--- config.mk ---
export PLATFORM = sky130hd
export DESIGN_NAME = dfq_ram
export DESIGN_NICKNAME = d
export VERILOG_FILES = /design/src/hw/rtl/dfq_ram.sv
export SDC_FILE = /design/constraint.sdc
export NUM_CORES = 2
export LEC_CHECK = 0
export BUFFER_PORTS_ARGS = -buffer_cell sky130_fd_sc_hd__buf_4
export CORE_ASPECT_RATIO = 0.8
export CORE_MARGIN = 5
export CORE_UTILIZATION = 60
export DETAILED_ROUTE_END_ITERATION = 8
export PLACE_DENSITY = 0.78
export RECOVER_POWER = 25
export SLEW_MARGIN = 15
export SYNTH_ARGS = -nofsm -noshare
export SYNTH_HDL_FRONTEND = slang
export SYNTH_SLANG_ARGS = --single-unit
--- constraint.sdc ---
create_clock -name clock -period 5.1 [get_ports clock]
set_input_delay 0.51 -clock clock [delete_from_list [all_inputs] [get_ports clock]]
set_output_delay 0.51 -clock clock [all_outputs]
set_load 0.02 [all_outputs]
--- src/hw/rtl/dfq_ram.sv ---
// Generic single-write, single-read RAM with registered read data
`timescale 1ns / 1ps
module dfq_ram #(
   parameter int WIDTH = 32,
   parameter int DEPTH = 128
) (
   input  logic                                        clock,
   input  logic                                        wr_en,
   input  logic [((DEPTH > 1) ? $clog2(DEPTH) : 1)-1:0] wr_addr,
   input  logic [WIDTH-1:0]                            wr_data,
   input  logic                                        rd_en,
   input  logic [((DEPTH > 1) ? $clog2(DEPTH) : 1)-1:0] rd_addr,
   output logic [WIDTH-1:0]                            rd_data
);

   logic [WIDTH-1:0] mem_ff [DEPTH];
   logic [WIDTH-1:0] rd_data_ff;

   always_ff @(posedge clock) begin
      if (wr_en) begin
         mem_ff[wr_addr] <= wr_data;
      end
      if (rd_en) begin
         rd_data_ff <= mem_ff[rd_addr];
      end
   end

   assign rd_data = rd_data_ff;

endmodule

=== Word-level counts from Yosys, hierarchy flattened ===
Memories as Yosys holds them, arrays and structs flattened. A register that Yosys moved wholly into a read port is not among the register bits.
Index checks and enable logic that the tools add are counted.

* Register bits: 0
* Memory bits (writable): 4096
* Input bits: 49
* Output and inout bits: 32
* Word-level logic and storage cells: 3
* Memories: 1

{| class="wikitable"
|+ Memory list
! name !! depth !! bits a word !! read ports !! clocked after Yosys merged registers in !! write ports !! RTL line !! text
|-
| mem_ff || 128 || 32 || 1 || 1 || 1 || 16 || <nowiki>logic [WIDTH-1:0] mem_ff [DEPTH];</nowiki>
|}

* Mux-type cells: 2

{| class="wikitable"
|+ Operators with widths
! operator !! number
|-
| two-way mux 1 bit || 2
|}

=== Depth between registers and ports, before layout ===
* Depth after elaboration: 2
* Mapped depth: 8
* Mapped depth without buffers: 4

=== Worst setup path after synthesis ===
OpenSTA, ideal clock, no wires.

* Kind: input-to-reg
* From: input wr_en
* To: memory mem_ff[98][0], enable pin
* Setup time: 0.461 ns
* Data arrival time: 3.288 ns
* Required time: 4.639 ns
* Setup slack: 1.351 ns
* Stages on the path: 3
* Path buffers: 1
* Path through: clkbuf_1 nand4_1 nor3_1

* Longest elaborated chain between the ends: 2

{| class="wikitable"
|+ RTL lines
! what !! RTL line !! text
|-
| from (decl) || 8 || <nowiki>input logic wr_en,</nowiki>
|-
| two-way mux 1 bit || 20 || <nowiki>if (wr_en) begin</nowiki>
|-
| two-way mux 1 bit (not written as such) || 21 || <nowiki>mem_ff[wr_addr] <= wr_data;</nowiki>
|-
| to (decl) || 16 ||
|}

Every way passes these cells.

=== Worst setup path in the final report ===
* From: input wr_data[16]
* To: memory mem_ff[9][16] (data pin)

{| class="wikitable"
|+ RTL lines
! what !! RTL line !! text
|-
| from (decl) || 10 || <nowiki>input logic [WIDTH-1:0] wr_data,</nowiki>
|}

No word-level cell before the write port.

==> parameters.txt <==
Parameter                              Value

Status
  Outcome ... finished, violations left
  Violations in the final reports ... max-capacitance violations, max-slew violations

Global route
  Overflow left after global routing ... 0
  Via count of the first global-routing pass ... 77163
  Wire length of the first global-routing pass ... 639400 um
  Most congested layer reported by global routing ... met2
  Overall track demand over capacity in global routing ... 0.3469
  Antenna violations before repair ... 77
  Pin count of the biggest net entering global routing ... 114
  Met3 Resource Use GR ... 0.1448
  Met1 Track Usage GR ... 0.4586
  Global-route met2 utilization ... 0.5087

Synth
  Total nets after synthesis ... 6039
  Unique cell type count in the Yosys netlist ... 16
  Number of flops mapped to enable cells by yosys ... 4128
  Proportion of synthesized chip area in sequential cells ... 0.7916
  Fraction of post-synthesis cell area in the top cell type by area ... 0.7916
  Commonest cells post-synth ... 4128 x sky130_fd_sc_hd__edfxtp_1, 1344 x sky130_fd_sc_hd__mux4_2, 182 x sky130_fd_sc_hd__clkbuf_1
  Cell area after synthesis ... 0.1566 mm2
  Top-count cell post-synth ... sky130_fd_sc_hd__edfxtp_1
  Total number of yosys warnings ... 0
  Leading area contributor after synthesis ... sky130_fd_sc_hd__edfxtp_1
  Count of state elements after synthesis ... 4128
  Count of mapped cells out of synthesis ... 5990
  Proportion of synthesized flip-flops having asynchronous set or reset ... 0
  Predominant post-synthesis flop cell ... sky130_fd_sc_hd__edfxtp_1
  Avg Synthesized Cell Area ... 26.14 um2
  Leading cell types by total area after synthesis ... sky130_fd_sc_hd__edfxtp_1 79%, sky130_fd_sc_hd__mux4_2 19%, sky130_fd_sc_hd__clkbuf_1 0.44%

STA
  RSZ-0062 raised after global routing ... no
  Count of endpoints failing hold in the final timing report ... 0
  Post-layout min period ... 4.151 ns
  Final worst path period share ... 0.8140
  Tightest Pin Transition ... 4.721 ns
  Relative slew slack ... -2.147
  Final count of pins violating max slew ... 1987
  Final-report setup violation count ... 0
  Maximum clock rate ... 240.9 MHz
  Fin Clk Skew ... 0.06419 ns
  Sum of negative setup slack ... 0 ns

Setup path
  Crit Reg-Reg Startpoint ... mem_ff[43][30]$_DFFE_PP_
  Data arrival at the endpoint of the critical path ... 4.79 ns
  Startpoint type of the worst setup path ... input pin
  End of the worst register-to-register path ... rd_data[30]$_DFFE_PP_
  Data required time at the worst endpoint ... 5.74 ns
  Crit path max-delay family ... buffers and inverters
  Depth of the worst register-to-register path ... 4
  Count of buffering cells on the critical path with inverters included ... 2
  Type of the worst setup path ... in2reg
  Slowest-stage cell, CP ... sky130_fd_sc_hd__clkbuf_1
  Slowest cell delay on critical path ... 3.17 ns
  Ordered cell list for the critical path ... clkbuf_1 > buf_4
  Maximum fanout along the worst path ... 81
  Setup slack on the worst flop-to-flop path ... 2.20 ns
  Sort of element at the end of the critical path ... register

Clocking
  Maximum clock insertion buffer count ... 4
  Clock tree from TritonCTS ... yes
  Total CTS buffers ... 369
  Clock Latency Late Sink ... 0.95 ns
  Count of hold-fix buffers inserted at cts ... 1
  CTS root buf ... sky130_fd_sc_hd__clkbuf_16
  Clk pin slew, worst setup/hold paths ... 0.06 ns
  H-tree depth ... 5
  Post-cts sizing count ... 0
  Clock Sink Count ... 4128
  Number of buffers inserted by post-CTS setup repair ... 0

Detailed routing
  Average vias per placed instance ... 7.544
  Drt initial violations ... 15874
  1st-pass router iterations ... 7
  Wirelength, routed ... 467200 um
  Number of nets still failing antenna checks after routing ... 0
  Wire length per cell ... 45.63 um
  Number of remaining DRC errors ... 0
  Via total after detailed routing ... 77253

Worst hold path
  Endpoint of the worst hold path ... mem_ff[58][26]$_DFFE_PP_
  Worst min path class ... in2reg
  Number of instances on the worst hold path ... 1
  Startpoint of the tightest hold check path ... wr_data[26]

Pwr
  Static leakage ... 53.68 nW
  Cell Pwr Density ... 392.3 mW/mm2
  Max rail drop VDD ... 0.0003382 V

Floorplan
  FP Rows ... 167
  Initial core utilization ... 0.6039
  Die boundary width ... 581.2 um
  # IOs ... 81
  Vertical extent of the die ... 466.9 um
  Overall die area ... 0.2714 mm2
  Area of the core ... 0.2593 mm2

Place
  Final Wtd Congestion ... 0.8693
  Half-perimeter wire length after detailed placement ... 246000 um
  Number of I/O port buffers ... 80

Finish
  Share of cells above drive strength 1 ... 0.3523
  Area added between synthesis and finish ... 12.22%
  Post-Route Utilization ... 0.6777
  Final #Nets ... 6490

Job
  Max Cap Viol ... 29
## cell type report
type / instances / area (um2)
Fill cell: 14228 / 83580
Sequential cell: 4128 / 124000
Timing Repair Buffer: 396 / 3656
Clock buffer: 458 / 9759
Antenna cell: 57 / 142.6
Tap cell: 3464 / 4334
Clock inverter: 191 / 1585
Multi-Input combinational cell: 1546 / 32290
## power breakdown
| group | total, mW | internal, mW | switching, mW | leakage [nW] |
|---|---|---|---|---|
| logic | 3.94 | 1.41 | 2.52 | 11.0 |
| clock network | 27.3 | 14.8 | 12.5 | 5.55 |
| registers | 37.7 | 37.5 | 0.154 | 37.1 |
| total | 68.9 | 53.7 | 15.2 | 53.7 |
## flip-flops by register name, summed over array words and instances, names as in the netlist
name and count:
mem_ff 4096, rd_data 32
## layer usage
metal,vias to the layer above,share of wire
met3,1513,0.18
met2,8306,0.45
met1,40057,0.30
li1,27325,-
met5,-,0.00079
met4,52,0.064
## worst max path at each step
stage,cells past startpoint,startpoint,endpoint
after floorplan,3,wr_en,mem_ff[98][0]$_DFFE_PP_
after global placement,7,rd_addr[0],rd_data[18]$_DFFE_PP_
after detailed placement,7,rd_addr[0],rd_data[18]$_DFFE_PP_
after CTS,7,rd_addr[0],rd_data[30]$_DFFE_PP_
after global routing,2,wr_data[16],mem_ff[6][16]$_DFFE_PP_
final,2,wr_data[16],mem_ff[9][16]$_DFFE_PP_
## metrics by stage
step	setup slack, ns	cell area (um2)	hold slack, ns	power (mW)	instances
CTS	1.982	175700	0.004214	68.79	10183
floorplan	1.351	156600	0.6089	40.10	5990
finish	0.9486	175700	0.3267	68.95	10240
detailed placement	1.052	164300	0.8480	42.07	9533
global route	0.9416	175600	0.3098	70.60	10184
global placement	1.093	164300	0.8088	41.96	9533
## logic make-up (layout without fill, tap and decap cells)
kind of cell / count (synthesis) / after routing / share of synthesized area
flops: 4128 / 4128 / 0.7916
mux: 1376 / 1376 / 0.1956
buf+inv: 316 / 1045 / 0.008373
simple gates: 170 / 170 / 0.004450
other cells: 0 / 57 / 0
## cells in the final DEF, fill, tap and decap left out, types with 4 or more instances in the layout
cell / count
sky130_fd_sc_hd__inv_6: 6
sky130_fd_sc_hd__mux4_2: 1344
sky130_fd_sc_hd__clkinv_8: 5
sky130_fd_sc_hd__clkinv_1: 77
sky130_fd_sc_hd__bufinv_16: 24
sky130_fd_sc_hd__nand3_2: 4
sky130_fd_sc_hd__nor3_2: 9
sky130_fd_sc_hd__diode_2: 57
sky130_fd_sc_hd__edfxtp_1: 4128
sky130_fd_sc_hd__mux2_2: 32
sky130_fd_sc_hd__clkbuf_16: 378
sky130_fd_sc_hd__clkinvlp_4: 10
sky130_fd_sc_hd__buf_12: 60
sky130_fd_sc_hd__clkbuf_1: 111
sky130_fd_sc_hd__nand3_1: 8
sky130_fd_sc_hd__buf_4: 299
sky130_fd_sc_hd__nor2_4: 119
sky130_fd_sc_hd__nor2b_1: 7
sky130_fd_sc_hd__nand2_1: 11
sky130_fd_sc_hd__clkinv_2: 67
Power figures use the tool's default switching activity.
