### src/hw/rtl/dfq_pkg.sv
// Types, constants and helpers shared by the duplicate-rejecting queue
`timescale 1ns / 1ps
package dfq_pkg;

   localparam int DEPTH  = 128;
   localparam int IDX_W  = (DEPTH > 1) ? $clog2(DEPTH) : 1;
   localparam int CNT_W  = $clog2(DEPTH + 1);
   localparam int DATA_W = 32;
   localparam int OCC_W  = 8;

   typedef logic [IDX_W-1:0]         dfq_idx_type;
   typedef logic [CNT_W-1:0]         dfq_cnt_type;
   typedef logic signed [DATA_W-1:0] dfq_data_type;

   localparam dfq_cnt_type FULL_COUNT = CNT_W'(DEPTH);

   typedef enum logic {
      OP_ENQ = 1'b0,
      OP_DEQ = 1'b1
   } dfq_op_type;

   typedef enum logic [2:0] {
      STATUS_OK    = 3'd0,
      STATUS_DUP   = 3'd1,
      STATUS_FULL  = 3'd2,
      STATUS_EMPTY = 3'd3,
      STATUS_ZERO  = 3'd4
   } dfq_status_type;

   // clear: restart the duplicate flag; probe: a scan read is issued this cycle
   typedef struct packed {
      logic clear;
      logic probe;
   } dfq_match_ctl_type;

   // Ring pointer advance with wrap at the last slot
   function automatic dfq_idx_type dfq_next_idx(dfq_idx_type idx);
      dfq_idx_type nxt;
      if (idx == IDX_W'(DEPTH - 1)) begin
         nxt = '0;
      end else begin
         nxt = idx + IDX_W'(1);
      end
      return nxt;
   endfunction

endpackage

### src/hw/rtl/dfq_match.sv
// Shared comparator: checks each scanned word against the key, keeps a sticky hit
`timescale 1ns / 1ps
module dfq_match (
   input  logic                       clock,
   input  logic                       reset,
   input  dfq_pkg::dfq_match_ctl_type ctl,
   input  dfq_pkg::dfq_data_type      rd_data,
   input  dfq_pkg::dfq_data_type      key,
   output logic                       dup
);
   import dfq_pkg::*;

   logic probe_ff;
   logic probe_in;
   logic dup_ff;
   logic dup_in;

   // RAM read data is registered, so delay the probe tag to match
   always_comb begin
      probe_in = ctl.probe;
      if (ctl.clear) begin
         dup_in = 1'b0;
      end else begin
         dup_in = dup_ff | (probe_ff & (rd_data == key));
      end
   end

   always_ff @(posedge clock) begin
      if (reset) begin
         probe_ff <= 1'b0;
         dup_ff   <= 1'b0;
      end else begin
         probe_ff <= probe_in;
         dup_ff   <= dup_in;
      end
   end

   assign dup = dup_ff;

endmodule

### config.mk
export PLATFORM = sky130hd
export DESIGN_NAME = dfq_match
export DESIGN_NICKNAME = d
export VERILOG_FILES = /design/src/hw/rtl/dfq_pkg.sv /design/src/hw/rtl/dfq_match.sv
export SDC_FILE = /design/constraint.sdc
export NUM_CORES = 1
export LEC_CHECK = 0
export BUFFER_PORTS_ARGS = -buffer_cell sky130_fd_sc_hd__buf_2
export CAP_MARGIN = 5
export CORE_MARGIN = 1
export CORE_UTILIZATION = 28
export CTS_BUF_LIST = sky130_fd_sc_hd__clkbuf_2
export DETAILED_ROUTE_END_ITERATION = 6
export PLACE_DENSITY = 0.82
export SLEW_MARGIN = 30
export SYNTH_ARGS = -nofsm -noshare
export SYNTH_HDL_FRONTEND = slang
export SYNTH_SLANG_ARGS = --single-unit
### constraint.sdc
create_clock -name clock -period 1.2 [get_ports clock]
set_input_delay 0.12 -clock clock [delete_from_list [all_inputs] [get_ports clock]]
set_output_delay 0.12 -clock clock [all_outputs]
set_load 0.05 [all_outputs]
Word level (Yosys, flattened, before mapping):

Index checks and enable logic that the tools add are counted.

* bits in registers: 2
* logic and storage cells: 6

* eq/ne operators: 1
* bitwise logic cells: 2
* reduce and logical (&&, ||, !) cells: 1

Operator list (count)
* $eq A32 B32 Y1: 1
* $reduce_or A2 Y1: 1
* $and A1 B1 Y1: 1
* $or A1 B1 Y1: 1

Depth between registers and ports, before layout:

Gate-level depths: netlist of the first run.

* word-level depth: 3
* gate-level depth with buffers: 5
* depth with buffers taken out: 5

Worst setup path after synthesis of the first run:

Ideal clock, no wire load.

* kind: in2reg
* from: input key[14]
* to: register dup_ff (netlist: dup)
* arrival: 1026 ps
* slack: 113 ps
* stages on the path: 5
* path buffers: 0
* path through: xor2_1 -> nor4_1 -> nand4_1 -> nor4_1 -> a22o_1

* longest elaborated chain between the ends: 3

RTL lines
* start: declaration: RTL line dfq_match.sv:8 `input dfq_pkg::dfq_data_type key,`
* $eq A32 B32 Y1: RTL line dfq_match.sv:24 `dup_in = dup_ff | (probe_ff & (rd_data == key));`
* $and A1 B1 Y1: RTL line dfq_match.sv:24
* $or A1 B1 Y1: RTL line dfq_match.sv:24
* end signal: assignment: RTL line dfq_match.sv:34 `dup_ff <= dup_in;`
* end: declaration: RTL line dfq_match.sv:15 `logic dup_ff;`

No other way between the ends.
A chain may end at the register's enable or synchronous reset.

Final worst setup path of the first run:

* from: input key[5]
* to: register dup_ff (netlist: dup)

The elaborated chain is that of the path after synthesis.

==> out/qor.csv, run 1 <==
metric;value;unit
FP Rows;13;
most frequent cells in the layout;buf_2, xor2_1, xnor2_1;
NetSw;128;uW
post-synth top area share;49.5;%
post-CTS sizing;0;
Post-Route WL;1350;um
hold endpoint;probe_ff;
startpoint types;input port;
slew margin rel.;82.9;%
Hold Buf Count CTS;0;
CP max FO;1;
Layout Nets;189;
drt first pass iters;4;
Switching Fraction;31.8;%
Fill cells;149;
worst min path class;in -> reg;
Flop pwr share;17.2;%
# Post-CTS Setup Buffers;0;
DP HPWL;1150;um
CP endpoint kind;register;
Power Dens Cells;497;mW/mm^2
Max stage delay on crit path;0.27;ns
Antenna Nets Post-Route;0;
RR Endpoint;dup;
Setup Viol. Count Final;0;
Core Area;0.00133;sq mm
Worst-path clk slew;0.03;ns
min-delay src;reset;
initial DRC count;10;
GR Util All Layers;16.5;%
num ports;69;
R2R Setup Slk;0.32;ns
CTS max path bufs;2;
Tmin final;1.05;ns
Max stage delay cell, worst path;nor4_2;
Die ar.;0.00161;sq mm
Initial Utilization;30.5;%
mapped cell area;407;sq um
Final Worst Setup Slack;0.153;ns
VDD IR-drop max;236;uV
Tightest Pin Transition;0.253;ns
sequential-to-total area share from yosys stat;9.85;%
Crit Path Category;in -> reg;
Num CTS Buffers;3;
vias in the first global route;529;
WL per Instance;10.1;um
CTS tree;done;
Tcrit/Tclk final;87.3;%
Fin. Hold Viols;0;
reg2reg start;probe_ff;
clk_lat worst skew;0.19;ns
ant diodes;0;
gr ovfl total;0;
unrepaired setup endpoints after global routing;no;
Pleak;0.432;nW
Yosys warning count;0;
dominant cell type by area after synthesis;xor2_1;
H-tree Lvls;1;
Cell Chain, Critical Path;buf_2 -> xor2_1 -> nor4_1 -> nand4_1 -> nor4_2 -> a22o_1;
clock sink count;2;
first-pass GRT wire length;1810;um
FF+latch count, synth;2;
Pint;275;uW
Synth cell types;9;
top cells by area, synth;xor2_1, xnor2_1, dfxtp_1, nor4_1, nand4_1;
Clk pwr share;26.3;%
post-synthesis net count;116;
GP Congestion;0.610;
area delta synth->final;99.7;%
Critical Path AT;1.18;ns
most common cell after layout, fill and taps aside;buf_2;
outcome;finished clean;
initial antenna violation count;0;
Slew Limit Fails;0;
DP Worst Slack;-0.203;ns
Hold Path Depth;2;
maxcap violations;0;
chip width;40.1;um
Via density;4.54;
Logic pwr share;56.5;%
layout cells sized above 1;62.2;%
DRC viols;0;
Root Driver;clkbuf_2;
worst endpoint required time;1.34;ns
Reg2Reg Depth;3;
Final Skew;0.000562;ns
largest net degree at the start of global routing;3;
PortBufs;68;
Fmax;0.955;GHz
total chip power;403;uW
Via Count;609;
Synth Instances;48;
chip height;40.1;um
Mean Syn Cell Area;8.47;sq um
-- power groups by stage --
stage	combinational (mW)	sequential [mW]	clock, mW
floorplan	0.0856	0.0700	0
global placement	0.211	0.0700	0
detailed placement	0.218	0.0702	0
CTS	0.219	0.0693	0.114
global route	0.254	0.0696	0.113
finish	0.228	0.0693	0.106
-- area by class of cell --
| type | count | area (sq um) | share of cell area, % |
|---|---|---|---|
| Clock buffer | 3 | 15.0 | 1.85 |
| Sequential cell | 2 | 40.0 | 4.93 |
| Tap cell | 15 | 18.8 | 2.31 |
| Timing Repair Buffer | 68 | 353 | 43.5 |
| Multi-Input combinational cell | 46 | 385 | 47.5 |
-- worst max path at each step --
stage	startpoint	to
3_3_place_gp	key[4]	dup
2_1_floorplan	key[14]	dup
5_1_grt	key[5]	dup
4_1_cts	key[4]	dup
3_5_place_dp	key[4]	dup
6_report	key[5]	dup
-- registers in the layout, summed over array words and instances (netlist names) --
| register | cells |
|---|---|
| dup | 1 |
| probe_ff | 1 |
-- stage by stage --
| stage | setup TNS [ns] | std cells | hold WS, ns | cell area, sq um | util, % |
|---|---|---|---|---|---|
| 3_5_place_dp | -0.203 | 131 | 0.308 | 766 | 57.4 |
| 2_1_floorplan | 0 | 48 | 0.192 | 407 | - |
| 3_3_place_gp | -0.142 | 131 | 0.296 | 766 | 57.4 |
| 4_1_cts | 0 | 134 | 0.0948 | 781 | 58.5 |
| 6_report | 0 | 134 | 0.105 | 812 | 60.9 |
| 5_1_grt | 0 | 134 | 0.103 | 812 | 60.9 |
-- layer usage --
layer / part of all wire [%] / wire length [um] / global-route usage [%] / up-vias
li1: - / - / - / 309
met1: 33 / 440 / 14.8 / 260
met2: 59 / 794 / 33.9 / 38
met3: 7.6 / 103 / 2.22 / 2
met4: 0.96 / 13 / 9.48 / 0
met5: 0 / 0 / 0 / -
-- cells in the mapped netlist --
master and count:
xor2_1 23, nor3_1 1, nor2b_1 1, nand4_1 4, nor4_1 6, dfxtp_1 2, xnor2_1 9, nor2_1 1
a22o_1 1
-- worst max-delay path, delay by kind of cell --
family                 cells  cell delay [ns]
buffers and inverters      1             0.10
XOR/XNOR                   1             0.13
AND/OR/NAND/NOR            3             0.68
AO/OA/AOI/OAI              1             0.15
-- logic make-up (layout without fill, tap and decap cells) --
logic type / Yosys count / after routing / share of synthesized area [%]
flip-flops: 2 / 2 / 9.85
AO/OA/AOI/OAI: 1 / 1 / 2.15
buffers and inverters: 0 / 71 / 0
XOR/XNOR: 32 / 32 / 68.9
AND/OR/NAND/NOR: 13 / 13 / 19.1
Note: power is estimated with default switching activity, not from simulation.
==> inputs of run 2 (changes only) <==
--- a/config.mk
+++ b/config.mk
@@ -7,7 +7,7 @@
 export LEC_CHECK = 0
 export BUFFER_PORTS_ARGS = -buffer_cell sky130_fd_sc_hd__buf_2
 export CAP_MARGIN = 5
-export CORE_MARGIN = 1
+export CORE_MARGIN = 4
 export CORE_UTILIZATION = 28
 export CTS_BUF_LIST = sky130_fd_sc_hd__clkbuf_2
 export DETAILED_ROUTE_END_ITERATION = 6
==> constraint.sdc (replaced) <==
create_clock -name clock -period 1 [get_ports clock]
set_input_delay 0.1 -clock clock [delete_from_list [all_inputs] [get_ports clock]]
set_output_delay 0.1 -clock clock [all_outputs]
set_load 0.05 [all_outputs]
==> out/qor.csv, run 2 (synthesized netlist as in run 1, its figures left out) <==
metric;value;unit;change
outcome;finished with violations;;was finished clean
failing checks;setup timing;;
Final Skew;0.00174;ns;was 0.000562 ns
vias in the first global route;598;;was 529
startpoint types;input port;;unchanged
Core Area;0.00133;sq mm;unchanged
Root Driver;clkbuf_2;;unchanged
Reg2Reg Depth;3;;unchanged
design area;806;sq um;was 812 sq um
DP HPWL;1350;um;was 1150 um
Flop pwr share;17.3;%;was 17.2%
first-pass GRT wire length;2080;um;was 1810 um
Switching Fraction;32.0;%;was 31.8%
FP Rows;13;;unchanged
drt first pass iters;3;;was 4
Setup Viol. Count Final;1;;was 0
final setup TNS;-0.0182;ns;was 0 ns
Final Worst Setup Slack;-0.0182;ns;was 0.153 ns
Initial Utilization;30.5;%;unchanged
NetSw;154;uW;was 128 uW
Tightest Pin Transition;0.256;ns;was 0.253 ns
Post-Route WL;1460;um;was 1350 um
Crit Path Category;in -> reg;;unchanged
H-tree Lvls;1;;unchanged
# Post-CTS Setup Buffers;0;;unchanged
Fmax;0.982;GHz;
CTS max path bufs;2;;unchanged
Worst-path clk slew;0.03;ns;about the same
initial DRC count;3;;was 10
gr ovfl total;0;;unchanged
layout cells sized above 1;63.0;%;was 62.2%
Antenna Nets Post-Route;0;;unchanged
CP endpoint kind;register;;unchanged
chip height;46.1;um;was 40.1 um
Slew Limit Fails;0;;unchanged
initial antenna violation count;0;;unchanged
Max stage delay cell, worst path;nor4_1;;was nor4_2
dpl cells;131;;unchanged
Via density;4.48;;was 4.54
GR Util All Layers;13.4;%;was 16.5%
Via Count;600;;was 609
Pint;326;uW;was 275 uW
maxcap violations;0;;unchanged
Critical Path AT;1.15;ns;was 1.18 ns
VDD IR-drop max;273;uV;was 236 uV
Fin. Hold Viols;0;;unchanged
Hold Buf Count CTS;0;;unchanged
worst min path class;in -> reg;;unchanged
total chip power;480;uW;was 403 uW
Tmin final;1.02;ns;
Clk pwr share;26.1;%;was 26.3%
chip width;46.1;um;was 40.1 um
WL per Instance;10.9;um;was 10.1 um
most frequent cells in the layout;buf_2, xor2_1, xnor2_1;;unchanged
Num CTS Buffers;3;;unchanged
Hold Path Depth;2;;unchanged
largest net degree at the start of global routing;3;;unchanged
clock sink count;2;;unchanged
Cell Chain, Critical Path;buf_2 -> xor2_1 -> nor4_1 -> nand4_1 -> nor4_2 -> a22o_1;;unchanged
ant diodes;0;;unchanged
area delta synth->final;98.2;%;was 99.7%
Pleak;0.428;nW;was 0.432 nW
CP max FO;1;;unchanged
Cell Area, Placed;766;sq um;unchanged
final std cells w/o fill;134;;unchanged
PortBufs;68;;unchanged
Die ar.;0.00213;sq mm;was 0.00161 sq mm
CTS tree;done;;unchanged
Final Util;60.4;%;was 60.9%
Layout Nets;189;;unchanged
Max stage delay on crit path;0.26;ns;was 0.27 ns
GP Congestion;0.699;;was 0.610
most common cell after layout, fill and taps aside;buf_2;;unchanged
num ports;69;;unchanged
slew margin rel.;83.1;%;was 82.9%
Logic pwr share;56.6;%;was 56.5%
worst endpoint required time;1.13;ns;was 1.34 ns
unrepaired setup endpoints after global routing;yes;;was no
Tcrit/Tclk final;102;%;
clk_lat worst skew;0.19;ns;about the same
DRC viols;0;;unchanged
Power Dens Cells;596;mW/mm^2;was 497 mW/mm^2
==> run 2: cell types whose count changed in the layout (fill, tap and decap cells not counted) <==
| cell | previous run | this run |
|---|---|---|
| nor4_1 | 3 | 2 |
| nor4_2 | 3 | 4 |
| buf_2 | 66 | 68 |
| buf_6 | 2 | 0 |
==> run 2: repair_timing <==
item / CTS / global route
setup endpoints to repair: 1 / 1
pin swaps: 1 / 0
cloned: 0 / 0
gates resized for setup: 0 / 4
==> run 2: critical path: cells and delay by family <==
kind / cells / cell delay [ns]
AOI/OAI and AO/OA: 1 / 0.15
xor gates and xnor gates: 1 / 0.15
buffers and inverters: 1 / 0.10
and+or+nand+nor: 3 / 0.65
==> run 2: metrics by stage <==
step                hold slack, ns  setup slack (ns)
floorplan                    0.172           -0.0390
global placement             0.275            -0.237
detailed placement           0.279            -0.222
CTS                         0.0725           -0.0276
global route                0.0820           -0.0695
finish                      0.0809           -0.0182
==> run 2: final cells by class <==
cell class,instances,area (sq um)
Clock buffer,3,15.0
Sequential cell,2,40.0
Tap cell,15,18.8
Multi-Input combinational cell,46,392
Timing Repair Buffer,68,340
Fill cell,139,528
==> run 2: power groups by stage <==
stage	Combinational (mW)	Sequential [mW]	Clock, mW
5_1_grt	0.303	0.0831	0.137
3_3_place_gp	0.253	0.0840	0
6_report	0.272	0.0830	0.125
3_5_place_dp	0.263	0.0840	0
4_1_cts	0.264	0.0830	0.133
2_1_floorplan	0.103	0.0840	0
==> run 2: final timing paths <==
| path | from | end | slack (ns) |
|---|---|---|---|
| worst max-delay path | key[17] | dup | -0.02 |
| worst min-delay path | reset | probe_ff | 0.08 |
| worst max register to register | probe_ff | dup | 0.14 |
| worst min register to register | dup | dup | 0.47 |
==> run 2: routing by layer <==
metal | wire (um) | up-vias | track usage (%)
li1 | - | 309 | -
met1 | 433 | 261 | 11.1
met2 | 861 | 30 | 28.3
met3 | 165 | 0 | 2.34
met4 | 0 | 0 | 6.82
met5 | 0 | - | 0
==> inputs of run 3 (changes only) <==
--- a/config.mk
+++ b/config.mk
@@ -12,6 +12,8 @@
 export CTS_BUF_LIST = sky130_fd_sc_hd__clkbuf_2
 export DETAILED_ROUTE_END_ITERATION = 6
 export PLACE_DENSITY = 0.82
+export RECOVER_POWER = 50
+export SKIP_LAST_GASP = 1
 export SLEW_MARGIN = 30
 export SYNTH_ARGS = -nofsm -noshare
 export SYNTH_HDL_FRONTEND = slang
==> out/qor.csv, run 3 (synthesized netlist as in run 1, its figures left out) <==
metric;value;unit;change
outcome;finished with violations;;unchanged
failing checks;setup timing;;unchanged
GR Util All Layers;13.4;%;unchanged
GP Congestion;0.699;;unchanged
ant diodes;0;;unchanged
DP HPWL;1350;um;unchanged
Logic pwr share;56.8;%;was 56.6%
met3 wire length;165;um;unchanged
initial antenna violation count;0;;unchanged
Worst-path clk slew;0.03;ns;about the same
Fill cells;139;;unchanged
Pint;326;uW;about the same
CP max FO;1;;unchanged
Setup Viol. Count Final;1;;unchanged
Tmin final;1.02;ns;about the same
layout cells sized above 1;63.0;%;unchanged
M1 WL;421;um;was 433 um
largest net degree at the start of global routing;3;;unchanged
startpoint types;input port;;unchanged
VDD IR-drop max;270;uV;was 273 uV
top routing layer in use;met3;;unchanged
CTS max path bufs;2;;unchanged
worst min path class;in -> reg;;unchanged
gr ovfl total;0;;unchanged
Fmax;0.978;GHz;was 0.982 GHz
Power Dens Cells;593;mW/mm^2;was 596 mW/mm^2
initial DRC count;0;;was 3
metal2 WL;857;um;was 861 um
drt first pass iters;1;;was 3
dpl cells;131;;unchanged
Final Skew;0.00275;ns;was 0.00174 ns
Via density;4.49;;was 4.48
Initial Utilization;30.5;%;unchanged
Post-Route WL;1450;um;was 1460 um
DP Worst Slack;-0.222;ns;unchanged
Cell Chain, Critical Path;buf_2 -> xor2_1 -> nor4_1 -> nand4_1 -> nor4_2 -> a22o_1;;unchanged
Max stage delay cell, worst path;nor4_1;;unchanged
Crit Path Category;in -> reg;;unchanged
Final Worst Setup Slack;-0.0220;ns;was -0.0182 ns
Clk pwr share;25.8;%;was 26.1%
NetSw;152;uW;was 154 uW
multi-input logic area;392;sq um;unchanged
Tcrit/Tclk final;102;%;about the same
Hold Buf Count CTS;0;;unchanged
clock sink count;2;;unchanged
most common cell after layout, fill and taps aside;buf_2;;unchanged
Flop pwr share;17.4;%;was 17.3%
vias in the first global route;598;;unchanged
design area;806;sq um;unchanged
CTS tree;done;;unchanged
Die ar.;0.00213;sq mm;unchanged
worst endpoint required time;1.13;ns;about the same
slew margin rel.;83.1;%;about the same
total chip power;478;uW;was 480 uW
PortBufs;68;;unchanged
Fin. Hold Viols;0;;unchanged
WL per Instance;10.8;um;was 10.9 um
clk_lat worst skew;0.19;ns;about the same
maxcap violations;0;;unchanged
CP endpoint kind;register;;unchanged
Max stage delay on crit path;0.26;ns;about the same
area delta synth->final;98.2;%;unchanged
Root Driver;clkbuf_2;;unchanged
Cell Area, Placed;766;sq um;unchanged
Layout Nets;189;;unchanged
Antenna Nets Post-Route;0;;unchanged
FP Rows;13;;unchanged
final std cells w/o fill;134;;unchanged
num ports;69;;unchanged
Switching Fraction;31.7;%;was 32.0%
Via Count;602;;was 600
H-tree Lvls;1;;unchanged
first-pass GRT wire length;2080;um;unchanged
Tightest Pin Transition;0.256;ns;about the same
FF+latch area;40.0;sq um;unchanged
unrepaired setup endpoints after global routing;yes;;unchanged
chip height;46.1;um;unchanged
DRC viols;0;;unchanged
chip width;46.1;um;unchanged
Critical Path AT;1.15;ns;about the same
most frequent cells in the layout;buf_2, xor2_1, xnor2_1;;unchanged
Pleak;0.428;nW;unchanged
Slew Limit Fails;0;;unchanged
Num CTS Buffers;3;;unchanged
Core Area;0.00133;sq mm;unchanged
==> run 3: final timing paths <==
| check | start | to | cells past startpoint | slack (ns) |
|---|---|---|---|---|
| worst min-delay path | reset | probe_ff | 2 | 0.09 |
| worst max register to register | probe_ff | dup | 3 | 0.14 |
| worst max-delay path | key[5] | dup | 6 | -0.02 |
| worst min register to register | dup | dup | 1 | 0.47 |
==> run 3: per-stage QoR <==
stage          hold WS (ns)  utilization, %  setup TNS (ns)
2_1_floorplan         0.172               -         -0.0390
3_3_place_gp          0.275            57.4          -0.237
3_5_place_dp          0.279            57.4          -0.222
4_1_cts              0.0725            58.5         -0.0312
5_1_grt              0.0820            60.4         -0.0766
6_report             0.0856            60.4         -0.0220
==> run 3: routing by layer <==
metal	GRT usage, %	vias to the layer above
li1	-	309
met1	11.1	263
met2	28.3	30
met3	2.34	0
met4	6.82	0
met5	0	-
==> run 3: power groups by stage <==
| stage | clock (mW) | sequential [mW] | combinational, mW |
|---|---|---|---|
| finish | 0.124 | 0.0830 | 0.271 |
| floorplan | 0 | 0.0840 | 0.103 |
| CTS | 0.133 | 0.0830 | 0.264 |
| global route | 0.137 | 0.0831 | 0.303 |
| global placement | 0 | 0.0840 | 0.253 |
| detailed placement | 0 | 0.0840 | 0.263 |
==> run 3: critical path: cells and delay by family <==
kind                   cells  cell delay (ns)
AO/OA/AOI/OAI              1             0.15
buffers and inverters      1             0.10
AND/OR/NAND/NOR            3             0.65
XOR/XNOR                   1             0.15
==> run 3: repair_timing <==
item,in CTS,in global routing
endpoints found under the setup margin,1,1
resized for setup,0,4
buffers inserted,0,0
==> run 3: layout make-up <==
class | count | area share, %
multi-input combinational | 46 | 48.6
clock buffer | 3 | 1.86
sequential | 2 | 4.97
timing repair buffer | 68 | 42.2
tap | 15 | 2.33
